$ cat config.mk
export PLATFORM = sky130hd
export DESIGN_NAME = sgsc_controller
export DESIGN_NICKNAME = d
export VERILOG_FILES = /design/src/sgsc_pkg.sv /design/src/sgsc_controller.sv
export SDC_FILE = /design/constraint.sdc
export NUM_CORES = 1
export LEC_CHECK = 0
export BUFFER_PORTS_ARGS = -buffer_cell sky130_fd_sc_hd__buf_2
export CORE_MARGIN = 3
export CORE_UTILIZATION = 45
export DETAILED_ROUTE_END_ITERATION = 8
export GPL_TIMING_DRIVEN = 1
export HOLD_SLACK_MARGIN = 0.1
export PLACE_DENSITY = 0.85
export SLEW_MARGIN = 40
export SYNTH_ARGS = -nofsm -noshare
export SYNTH_HDL_FRONTEND = slang
export SYNTH_SLANG_ARGS = --single-unit
$ cat constraint.sdc
create_clock -name clock -period 2 [get_ports clock]
set_input_delay 0.2 -clock clock [delete_from_list [all_inputs] [get_ports clock]]
set_output_delay 0.2 -clock clock [all_outputs]
set_load 0.05 [all_outputs]
$ cat src/sgsc_pkg.sv
// ----------------------------------------------------------------------------
// sgsc_pkg
// Shared types and constants for the grid separation check block.
// ----------------------------------------------------------------------------
package sgsc_pkg;

   // request kinds
   localparam logic REQ_INSERT = 1'b0;
   localparam logic REQ_QUERY  = 1'b1;

   // result status codes
   localparam logic [1:0] STATUS_NORMAL  = 2'd0;
   localparam logic [1:0] STATUS_OUTSIDE = 2'd1;
   localparam logic [1:0] STATUS_FULL    = 2'd2;

   // register indexes
   localparam logic [2:0] REG_ORIGIN_X     = 3'd0;
   localparam logic [2:0] REG_ORIGIN_Y     = 3'd1;
   localparam logic [2:0] REG_WORLD_WIDTH  = 3'd2;
   localparam logic [2:0] REG_WORLD_HEIGHT = 3'd3;
   localparam logic [2:0] REG_CELL_SIZE    = 3'd4;

   // register reset values
   localparam logic [30:0] WORLD_RESET = 31'd16384;
   localparam logic [30:0] CELL_RESET  = 31'd256;

   // commands from controller to datapath
   typedef struct packed {
      logic load;        // capture request fields
      logic div_start;   // start the cell and grid divisions
      logic locate;      // register cell coordinates and grid size
      logic nb_start;    // reset neighbour offset
      logic nb_next;     // advance neighbour offset
      logic slot_clear;  // reset slot index within bucket
      logic slot_next;   // advance slot index
      logic cnt_read;    // issue count read of current cell
      logic store_read;  // issue sample read
      logic dist_calc;   // register squared distance
      logic dist_check;  // compare distance against threshold
      logic ins_write;   // write sample and bump count
      logic finish;      // load result register
   } ctrl_type;

   // status from datapath to controller
   typedef struct packed {
      logic div_busy;
      logic is_query;
      logic ins_outside;
      logic ins_full;
      logic nb_valid;    // current neighbour cell lies in the grid
      logic nb_last;     // last of the nine offsets
      logic slot_done;   // slot index reached cell count
      logic near;        // a point closer than threshold was found
   } stat_type;

endpackage

$ cat src/sgsc_controller.sv
// ----------------------------------------------------------------------------
// sgsc_controller
// Sequencer for locate, insert and neighbour scan.
// ----------------------------------------------------------------------------
module sgsc_controller (
   input  logic               clock,
   input  logic               reset,
   input  logic               req_valid,
   output logic               req_ready,
   output logic               rsp_valid,
   input  logic               rsp_ready,
   input  logic               clear_busy,
   input  sgsc_pkg::stat_type stat,
   output sgsc_pkg::ctrl_type ctrl
);

   typedef enum logic [10:0] {
      ST_IDLE   = 11'b00000000001,
      ST_DIV    = 11'b00000000010,
      ST_WAIT   = 11'b00000000100,
      ST_CELL   = 11'b00000001000,
      ST_CNT    = 11'b00000010000,
      ST_SLOT   = 11'b00000100000,
      ST_RDATA  = 11'b00001000000,
      ST_DIST   = 11'b00010000000,
      ST_CHECK  = 11'b00100000000,
      ST_DONE   = 11'b01000000000,
      ST_RESP   = 11'b10000000000
   } state_type;

   state_type state_ff, state_in;
   logic      rsp_valid_ff, rsp_valid_in;

   assign req_ready = (state_ff == ST_IDLE) && !clear_busy
                   && (!rsp_valid_ff || rsp_ready);

   // next state and commands
   always_comb begin
      state_in     = state_ff;
      rsp_valid_in = rsp_valid_ff && !rsp_ready;
      ctrl         = '0;
      case (state_ff)
         ST_IDLE: begin
            if (req_valid && req_ready) begin
               ctrl.load = 1'b1;
               state_in  = ST_DIV;
            end
         end
         ST_DIV: begin
            ctrl.div_start = 1'b1;
            state_in       = ST_WAIT;
         end
         ST_WAIT: begin
            if (!stat.div_busy) begin
               ctrl.locate   = 1'b1;
               state_in      = ST_CELL;
            end
         end
         ST_CELL: begin
            ctrl.nb_start = 1'b1;
            state_in      = ST_CNT;
         end
         ST_CNT: begin
            ctrl.cnt_read   = 1'b1;
            ctrl.slot_clear = 1'b1;
            state_in        = stat.is_query ? ST_SLOT : ST_DONE;
         end
         ST_SLOT: begin
            if (!stat.nb_valid || stat.slot_done || stat.near) begin
               if (stat.nb_last || stat.near) begin
                  state_in = ST_DONE;
               end else begin
                  ctrl.nb_next = 1'b1;
                  state_in     = ST_CNT;
               end
            end else begin
               ctrl.store_read = 1'b1;
               state_in        = ST_RDATA;
            end
         end
         ST_RDATA: begin
            ctrl.dist_calc = 1'b1;
            state_in       = ST_DIST;
         end
         ST_DIST: begin
            ctrl.dist_check = 1'b1;
            ctrl.slot_next  = 1'b1;
            state_in        = ST_SLOT;
         end
         ST_CHECK: begin
            state_in = ST_DONE;
         end
         ST_DONE: begin
            ctrl.finish = 1'b1;
            if (!stat.is_query && !stat.ins_outside && !stat.ins_full) begin
               ctrl.ins_write = 1'b1;
            end
            state_in = ST_RESP;
         end
         ST_RESP: begin
            rsp_valid_in = 1'b1;
            state_in     = ST_IDLE;
         end
         default: begin
            state_in = ST_IDLE;
         end
      endcase
   end

   always_ff @(posedge clock) begin
      if (reset) begin
         state_ff     <= ST_IDLE;
         rsp_valid_ff <= 1'b0;
      end else begin
         state_ff     <= state_in;
         rsp_valid_ff <= rsp_valid_in;
      end
   end

   assign rsp_valid = rsp_valid_ff;

endmodule

==> metrics.yaml, run 1 <==
clockPowerShare_pct: 22.4
layoutNonFillerInstCount: 143
irDropWorstVdd_mv: 0.420
clock.fmax_ghz: 0.479
dr.max_layer_used: "met4"
netSwitchingFraction_pct: 36.3
dr_total_vias: 835
worst_clock_skew_ns: 0.00741
layout_setup_ws_ns: -0.0866
antenna_cells: 0
rr_worst_depth: 5
cts.sinks: 11
async_reset_ff_share_pct: 0
ys_ff_latch: 11
cp_slowest_cell: "or4_4"
wl_met2_um: 1180
fillers: 77
maxCapViolCount: 0
dr_wl_met3_um: 163
critical_path.cell_chain: "or4_4 > nor2_2 > nand3_2 > nor4_4 > buf_6"
fin_area_um2: 1130
grt_pass1_wl_um: 3610
final_cell_mix: "17 x buf_2, 17 x buf_4, 7 x dfxtp_1, 6 x inv_1, 6 x nor2b_1"
crit_cells: 5
clock_path_buffers: 2
clock_latency_ns: 0.28
vias_per_cell: 5.84
synthTopCellsByArea: "dfxtp_1 33%, nor3_1 6.7%, nor2b_1 5.6%"
yosysWarnings: 0
grt_usage_pct: 25.6
grt_max_degree: 8
hold_class: "in2reg"
grt_overflow: 0
core_um2: 1350
grt_pass1_vias: 795
totalWireLength_um: 2390
crit_family: "simple AND/OR/NAND/NOR gates"
dr.first_iter.drc_count: 18
syn-num-nets: 96
dpl.hpwl_um: 1470
pwr-share-comb_pct: 41.7
pwr-share-seq_pct: 35.9
wl_per_cell_um: 16.7
dpl.cell_count: 131
start_kind: "flop"
ios: 28
drtPass1Iterations: 4
synth.cell_area_um2: 671
finalNetCount: 142
remaining_drc_errors: 0
cp_max_fo: 5
p_int_uw: 443
outcome: "complete, but fails checks"
worst_pin_slew_ns: 0.390
critPathBufInv: 1
cts_tree: "yes"
period_needed_ns: 2.09
clock-root-buffer: "clkbuf_4"
avgSynthCellArea_um2: 8.08
relSlewSlack_pct: 73.6
power_density_nw_per_um2: 616
cp-end-kind: "primary output"
antenna_found_initial: 0
io_buffers: 27
seq_area_frac_synth_pct: 32.8
dieArea_um2: 1990
rsz0062_at_grt: "yes"
violations: "negative setup slack"
pre_cts_ws_ns: 0.0282
p_leak_uw: 0.000509
drt-met1-wl_um: 907
placed_area_um2: 908
slowest_delay_ns: 0.55
drtAntennaViolNets: 0
min_path_cells: 2
required_ns: 1.80
criticalPathCategory: "reg2out"
drive_above_1_share_pct: 56.3
synth_top_area_share_pct: 32.8
setup_violations: 7
min_period_over_period_pct: 104
initial_core_util_pct: 49.7
slew_violations: 0
ctsHtreeMaxLevel: 1
hold_ws_ns: 0.142
die_w_um: 44.6
p_switching_uw: 253
ys_types: 34
final_hold_viol_count: 0
synthToLayoutAreaGrowth_pct: 68.5
synth_top_cell_by_area: "dfxtp_1"
place_congestion: 0.798
num_rows: 13
syn_inst: 83
ys.flop_type: "dfxtp_1"
cts_buffers: 3
cp.arrival_ns: 1.89
synth_edf_count: 0
setup_tns_ns: -0.436
path_clk_slew_ns: 0.07
die_h_um: 44.6
-- area by class of cell --
| cell class | instances | area [um^2] | share of cell area, % |
|---|---|---|---|
| sequential | 11 | 233 | 20.6 |
| timing repair buffer | 43 | 322 | 28.5 |
| tap | 15 | 18.8 | 1.66 |
| multi-input combinational | 63 | 504 | 44.6 |
| clock buffer | 4 | 26.3 | 2.33 |
| inverter | 7 | 26.3 | 2.33 |
-- through the flow --
step                      util (%)  total power [uW]
after CTS                     78.8               662
after detailed placement      67.3               455
final                         83.7               696
after floorplan                  -               381
after global placement        67.3               444
after global routing          83.7               729
-- flip-flops by register name (all words and copies together), names as in the netlist --
name / count
rsp_valid: 1
state_ff: 10
-- worst register-to-register path, cell delays in order, from the launching register on --
cell,delay [ns]
dfxtp_4,0.37
nor4_4,0.26
nand3_2,0.13
or4_4,0.57
buf_4,0.16
a211oi_2,0.19
-- metal layers --
layer	up-vias	global-route usage, %
li1	392	-
met1	383	29.0
met2	44	40.4
met3	16	7.32
met4	0	18.7
met5	-	0
-- cells in the mapped netlist, drive strengths merged (2+ instances only) --
library cell,count
or4,4
dfxtp,11
nor4,3
a21oi,3
nand2b,3
o21ai,2
buf,2
nand2,3
nor4b,3
nor2b,6
nor2,9
nor3,9
inv,7
nand3,3
-- final timing paths --
kind,endpoint,slack (ns),start
min reg2reg,rsp_valid,0.61,rsp_valid
min,state_ff[3],0.14,stat[7]
max reg2reg,state_ff[4],0.23,state_ff[1]
max,ctrl[1],-0.09,state_ff[1]
-- logic make-up (layout without fill, tap and decap cells) --
group	after synthesis	after routing	share of synthesized area, %
XOR/XNOR	2	2	2.61
flip-flops	11	11	32.8
AND/OR/NAND/NOR	49	49	45.2
AO/OA/AOI/OAI	12	12	13.2
buffers and inverters	9	54	6.16
-- what timing repair did --
item | in CTS | in global routing
resized for setup | 25 | 19
setup endpoints to repair | 8 | 11
pin swaps | 8 | 4
setup buffers | 6 | 2
hold buffers | 0 | 0
-- power by group through the flow --
stage	clock [uW]	combinational (uW)	sequential, uW
3_5_place_dp	0	202	253
4_1_cts	160	248	253
6_report	156	290	250
5_1_grt	172	306	251
3_3_place_gp	0	193	251
2_1_floorplan	0	129	252
No activity file was read; power rests on OpenSTA's default activity.
==> run 2: changes to the inputs <==
--- a/config.mk
+++ b/config.mk
@@ -12,6 +12,7 @@
 export GPL_TIMING_DRIVEN = 1
 export HOLD_SLACK_MARGIN = 0.1
 export PLACE_DENSITY = 0.85
+export SETUP_SLACK_MARGIN = 0.15
 export SLEW_MARGIN = 40
 export SYNTH_ARGS = -nofsm -noshare
 export SYNTH_HDL_FRONTEND = slang
==> metrics.yaml, run 2 (synthesized netlist as in run 1, its figures left out) <==
irDropWorstVdd_mv: 0.551  # +31%
clock.fmax_ghz: 0.466  # -2.7%
hold_path_startpoint: "reset"
reg2reg_from: "state_ff[6]"
cts_hold_buf: 0  # unchanged
worst_pin_slew_ns: 0.638  # +0.248 ns
final_cell_mix: "18 x buf_4, 13 x buf_2, 9 x buf_6"
grt_pass1_wl_um: 3840  # +6.5%
setup_violations: 8  # +1
drtPass1Iterations: 4  # unchanged
dieArea_um2: 1990  # unchanged
remaining_drc_errors: 0  # unchanged
start_kind: "flop"
grt_max_degree: 8  # unchanged
clock-root-buffer: "clkbuf_4"
layoutNonFillerInstCount: 147  # +2.8%
cts_buffers: 3  # unchanged
min_period_over_period_pct: 107  # +2.9 points
totalWireLength_um: 3150  # +32%
hold_class: "in2reg"
dpl.hpwl_um: 1420  # -3.2%
p_total_uw: 759  # +9.1%
min_path_cells: 2  # unchanged
required_ns: 1.80  # about the same
dpl.cell_count: 131  # unchanged
cp.arrival_ns: 1.94  # +0.05 ns
power_density_nw_per_um2: 610  # -0.98%
criticalPathCategory: "reg2out"
place_congestion: 0.776  # -2.7%
min_to: "rsp_valid"
io_buffers: 27  # unchanged
relSlewSlack_pct: 56.9  # -17 points
antenna_found_initial: 0  # unchanged
critical_path.cell_chain: "or4_4 > nor4b_4 > nand2_2 > nor2_4 > buf_8"
worst_clock_skew_ns: 0.00257  # -0.00484 ns
ctsHtreeMaxLevel: 1  # unchanged
layout_commonest_cell: "buf_4"
finalNetCount: 146  # +2.8%
crit_cells: 5  # unchanged
initial_core_util_pct: 49.7  # unchanged
antenna_cells: 0  # unchanged
path_clk_slew_ns: 0.08  # about the same
grt_pass1_vias: 889  # +12%
cp_slowest_cell: "or4_4"
p_leak_uw: 0.000552  # +8.3%
wl_per_cell_um: 21.4  # +28%
die_w_um: 44.6  # unchanged
placed_area_um2: 917  # +0.96%
rsz0062_at_grt: "yes"
slowest_delay_ns: 0.56  # about the same
cts_tree: "yes"
reg2reg_slack_ns: 0.16  # -0.07 ns
dr_total_vias: 927  # +11%
period_needed_ns: 2.14  # +0.0581 ns
num_rows: 13  # unchanged
cp_max_fo: 3  # -2
violations: "negative setup slack"
fin_area_um2: 1240  # +10%
slew_violations: 0  # unchanged
largest_reg_flops: 10  # unchanged
outcome: "complete, but fails checks"
die_h_um: 44.6  # unchanged
clock_latency_ns: 0.28  # about the same
final_hold_viol_count: 0  # unchanged
core_um2: 1350  # unchanged
reg2reg_to: "state_ff[0]"
regMostFlops: "state_ff"
clock_path_buffers: 2  # unchanged
ios: 28  # unchanged
vias_per_cell: 6.31  # +8.0%
setup_tns_ns: -0.674  # -0.238 ns
maxCapViolCount: 0  # unchanged
critPathBufInv: 1  # unchanged
layout_setup_ws_ns: -0.145  # -0.0581 ns
grt_usage_pct: 26.4  # +0.81 points
crit_family: "simple AND/OR/NAND/NOR gates"
drtAntennaViolNets: 0  # unchanged
grt_overflow: 0  # unchanged
cts.sinks: 11  # unchanged
cp-end-kind: "primary output"
synthToLayoutAreaGrowth_pct: 85.6
drive_above_1_share_pct: 59.1  # +2.8 points
dr.first_iter.drc_count: 48  # +30
rr_worst_depth: 5  # unchanged
run 2: worst reg2reg max path, stage by stage, from the launching register on:
cell and delay [ns]:
dfxtp_1 0.34, or4_4 0.56, nor4b_4 0.37, buf_4 0.19, o21ai_2 0.05, a31o_1 0.22
run 2: repair_timing:
action / in CTS / in global routing
setup endpoints to repair: 14 / 16
gates resized for setup: 32 / 26
buffers inserted: 6 / 6
pin swaps: 7 / 11
run 2: metal layers:
metal / track usage, % / routed length (um) / vias to the layer above
met2: 45.8 / 1510 / 85
met4: 18.1 / 216 / 0
met1: 27.0 / 1090 / 418
met3: 7.32 / 339 / 28
met5: 0 / 0 / -
li1: - / - / 396
run 2: how the worst max path moves through the flow:
stage	from	to	slack [ns]
after floorplan	state_ff[0]	ctrl[6]	0.02
after global placement	state_ff[5]	ctrl[9]	0.04
after detailed placement	state_ff[5]	ctrl[10]	0.02
after CTS	state_ff[5]	ctrl[10]	-0.10
after global routing	state_ff[6]	ctrl[9]	-0.22
final	state_ff[6]	ctrl[10]	-0.14
run 2: final cells by class:
cell class | count | area [um^2]
Sequential cell | 11 | 234
Timing Repair Buffer | 47 | 397
Multi-Input combinational cell | 63 | 539
Tap cell | 15 | 18.8
Inverter | 7 | 30.0
Fill cell | 49 | 105
Clock buffer | 4 | 26.3
run 2: report_power, final:
| group | total [uW] | switching [uW] | leakage, uW | internal (uW) |
|---|---|---|---|---|
| Sequential | 254 | 20.7 | 0.0000916 | 234 |
| Combinational | 339 | 178 | 0.000445 | 161 |
| Clock | 166 | 88.0 | 0.0000150 | 77.5 |
| Total | 759 | 287 | 0.000552 | 472 |
run 2: through the flow:
| step | utilization (%) | hold WS (ns) | setup WS, ns |
|---|---|---|---|
| after global routing | 92.2 | 0.154 | -0.220 |
| final | 92.2 | 0.155 | -0.145 |
| after detailed placement | 67.9 | 0.438 | 0.0221 |
| after floorplan | - | 0.269 | 0.0248 |
| after CTS | 81.4 | 0.136 | -0.103 |
| after global placement | 67.9 | 0.430 | 0.0415 |
==> run 3: changes to the inputs <==
--- a/config.mk
+++ b/config.mk
@@ -11,8 +11,9 @@
 export DETAILED_ROUTE_END_ITERATION = 8
 export GPL_TIMING_DRIVEN = 1
 export HOLD_SLACK_MARGIN = 0.1
-export PLACE_DENSITY = 0.85
+export PLACE_DENSITY = 0.8
 export SETUP_SLACK_MARGIN = 0.15
+export SKIP_CTS_REPAIR_TIMING = 1
 export SLEW_MARGIN = 40
 export SYNTH_ARGS = -nofsm -noshare
 export SYNTH_HDL_FRONTEND = slang
==> metrics.yaml, run 3 (synthesized netlist as in run 1, its figures left out) <==
grt_pass1_wl_um: 2670  # -31%
dpl.hpwl_um: 1360  # -4.0%
grt_overflow: 0  # unchanged
clock.fmax_ghz: 0.474  # +1.6%
violations: "negative setup slack"
ios: 28  # unchanged
worst_clock_skew_ns: 0.0122  # +0.00961 ns
cts_tree: "yes"
die_w_um: 44.6  # unchanged
largest_reg_flops: 10  # unchanged
pwr-share-comb_pct: 39.3  # -5.4 points
layout_commonest_cell: "buf_2"
cts.sinks: 11  # unchanged
clock_path_buffers: 2  # unchanged
relSlewSlack_pct: 68.4  # +12 points
synthToLayoutAreaGrowth_pct: 73.9
reg2reg_slack_ns: 0.22  # +0.06 ns
cp_max_fo: 4  # +1
grt_util_met1_pct: 22.1  # -4.8 points
setup_violations: 7  # -1
worst_pin_slew_ns: 0.467  # -0.171 ns
path_clk_slew_ns: 0.08  # about the same
dpl.cell_count: 131  # unchanged
grt-busiest-layer: "met2"
power_density_nw_per_um2: 601  # -1.4%
drtAntennaViolNets: 0  # unchanged
grt_pass1_vias: 656  # -26%
totalWireLength_um: 2510  # -20%
clock-root-buffer: "clkbuf_4"
hold_path_startpoint: "reset"
drtPass1Iterations: 6  # +2
die_h_um: 44.6  # unchanged
wl_per_cell_um: 17.8  # -17%
outcome: "complete, but fails checks"
drive_above_1_share_pct: 57.1  # -1.9 points
core_um2: 1350  # unchanged
clock_latency_ns: 0.29  # about the same
pwr-share-seq_pct: 37.1  # +3.6 points
cts_buffers: 3  # unchanged
use_met3_pct: 5.69  # -1.6 points
num_rows: 13  # unchanged
remaining_drc_errors: 0  # unchanged
setup_tns_ns: -0.461  # +0.213 ns
vias_per_cell: 6.10  # -3.3%
grt_max_degree: 8  # unchanged
clockPowerShare_pct: 23.6  # +1.8 points
final_hold_viol_count: 0  # unchanged
grt_usage_pct: 19.1  # -7.4 points
p_int_uw: 441  # -6.6%
slew_violations: 0  # unchanged
netSwitchingFraction_pct: 37.1  # -0.73 points
use_met2_pct: 28.4  # -17 points
place_congestion: 0.769  # -0.91%
regMostFlops: "state_ff"
required_ns: 1.80  # about the same
initial_core_util_pct: 49.7  # unchanged
irDropWorstVdd_mv: 0.510  # -7.3%
ctsHtreeMaxLevel: 1  # unchanged
rsz0062_at_grt: "yes"
p_switching_uw: 260  # -9.4%
criticalPathCategory: "reg2out"
period_needed_ns: 2.11  # -0.0336 ns
layoutNonFillerInstCount: 141  # -4.1%
dieArea_um2: 1990  # unchanged
final_cell_mix: "13 x buf_2, 12 x buf_4, 10 x buf_6, 7 x clkbuf_4, 7 x dfxtp_1"
finalNetCount: 140  # -4.1%
cp-end-kind: "primary output"
cp.arrival_ns: 1.91  # -0.03 ns
min_period_over_period_pct: 106  # -1.7 points
p_leak_uw: 0.000509  # -7.7%
dr.first_iter.drc_count: 36  # -25%
io_buffers: 27  # unchanged
min_to: "rsp_valid"
layout_setup_ws_ns: -0.111  # +0.0336 ns
hold_class: "in2reg"
reg2reg_to: "state_ff[4]"
maxCapViolCount: 0  # unchanged
antenna_found_initial: 0  # unchanged
rr_worst_depth: 5  # unchanged
start_kind: "flop"
antenna_cells: 0  # unchanged
dr_total_vias: 860  # -7.2%
reg2reg_from: "state_ff[2]"
min_path_cells: 2  # unchanged
[run 3: final cells by class]
| class | count | area (um^2) |
|---|---|---|
| tap | 15 | 18.8 |
| timing repair buffer | 41 | 328 |
| clock buffer | 4 | 26.3 |
| inverter | 7 | 30.0 |
| multi-input combinational | 63 | 533 |
| sequential | 11 | 230 |
| fill | 77 | 184 |
[run 3: through the flow]
step                hold slack [ns]  worst slack (ns)  total power, uW  util (%)  area (um^2)
floorplan                     0.269            0.0248              381         -          718
global placement              0.431            0.0395              445      67.9          917
detailed placement            0.436            0.0167              452      67.9          917
CTS                           0.136            -0.291              614      69.9          943
global route                  0.154            -0.186              729      86.4         1170
finish                        0.142            -0.111              701      86.4         1170
[run 3: power groups by stage]
stage / clock network [uW] / registers [uW] / logic (uW)
finish: 166 / 260 / 275
global route: 174 / 262 / 293
CTS: 166 / 247 / 201
detailed placement: 0 / 252 / 200
global placement: 0 / 251 / 195
floorplan: 0 / 252 / 129
[run 3: worst max-delay path by stage]
stage,from,endpoint,slack (ns)
after floorplan,state_ff[0],ctrl[6],0.02
after CTS,state_ff[6],ctrl[9],-0.29
after detailed placement,state_ff[5],ctrl[9],0.02
final,state_ff[2],ctrl[1],-0.11
after global routing,state_ff[5],ctrl[10],-0.19
after global placement,state_ff[5],ctrl[9],0.04
[run 3: critical path, stage by stage (launching register included)]
cell and delay (ns):
dfxtp_1 0.40, or4_4 0.55, nor2_1 0.18, nand3_2 0.14, nor4_4 0.17, buf_6 0.19
[run 3: per-layer routing]
metal	share of wire [%]	wire (um)
met5	0	0
met4	4.1	104
met3	7.3	183
met2	52	1320
met1	36	910
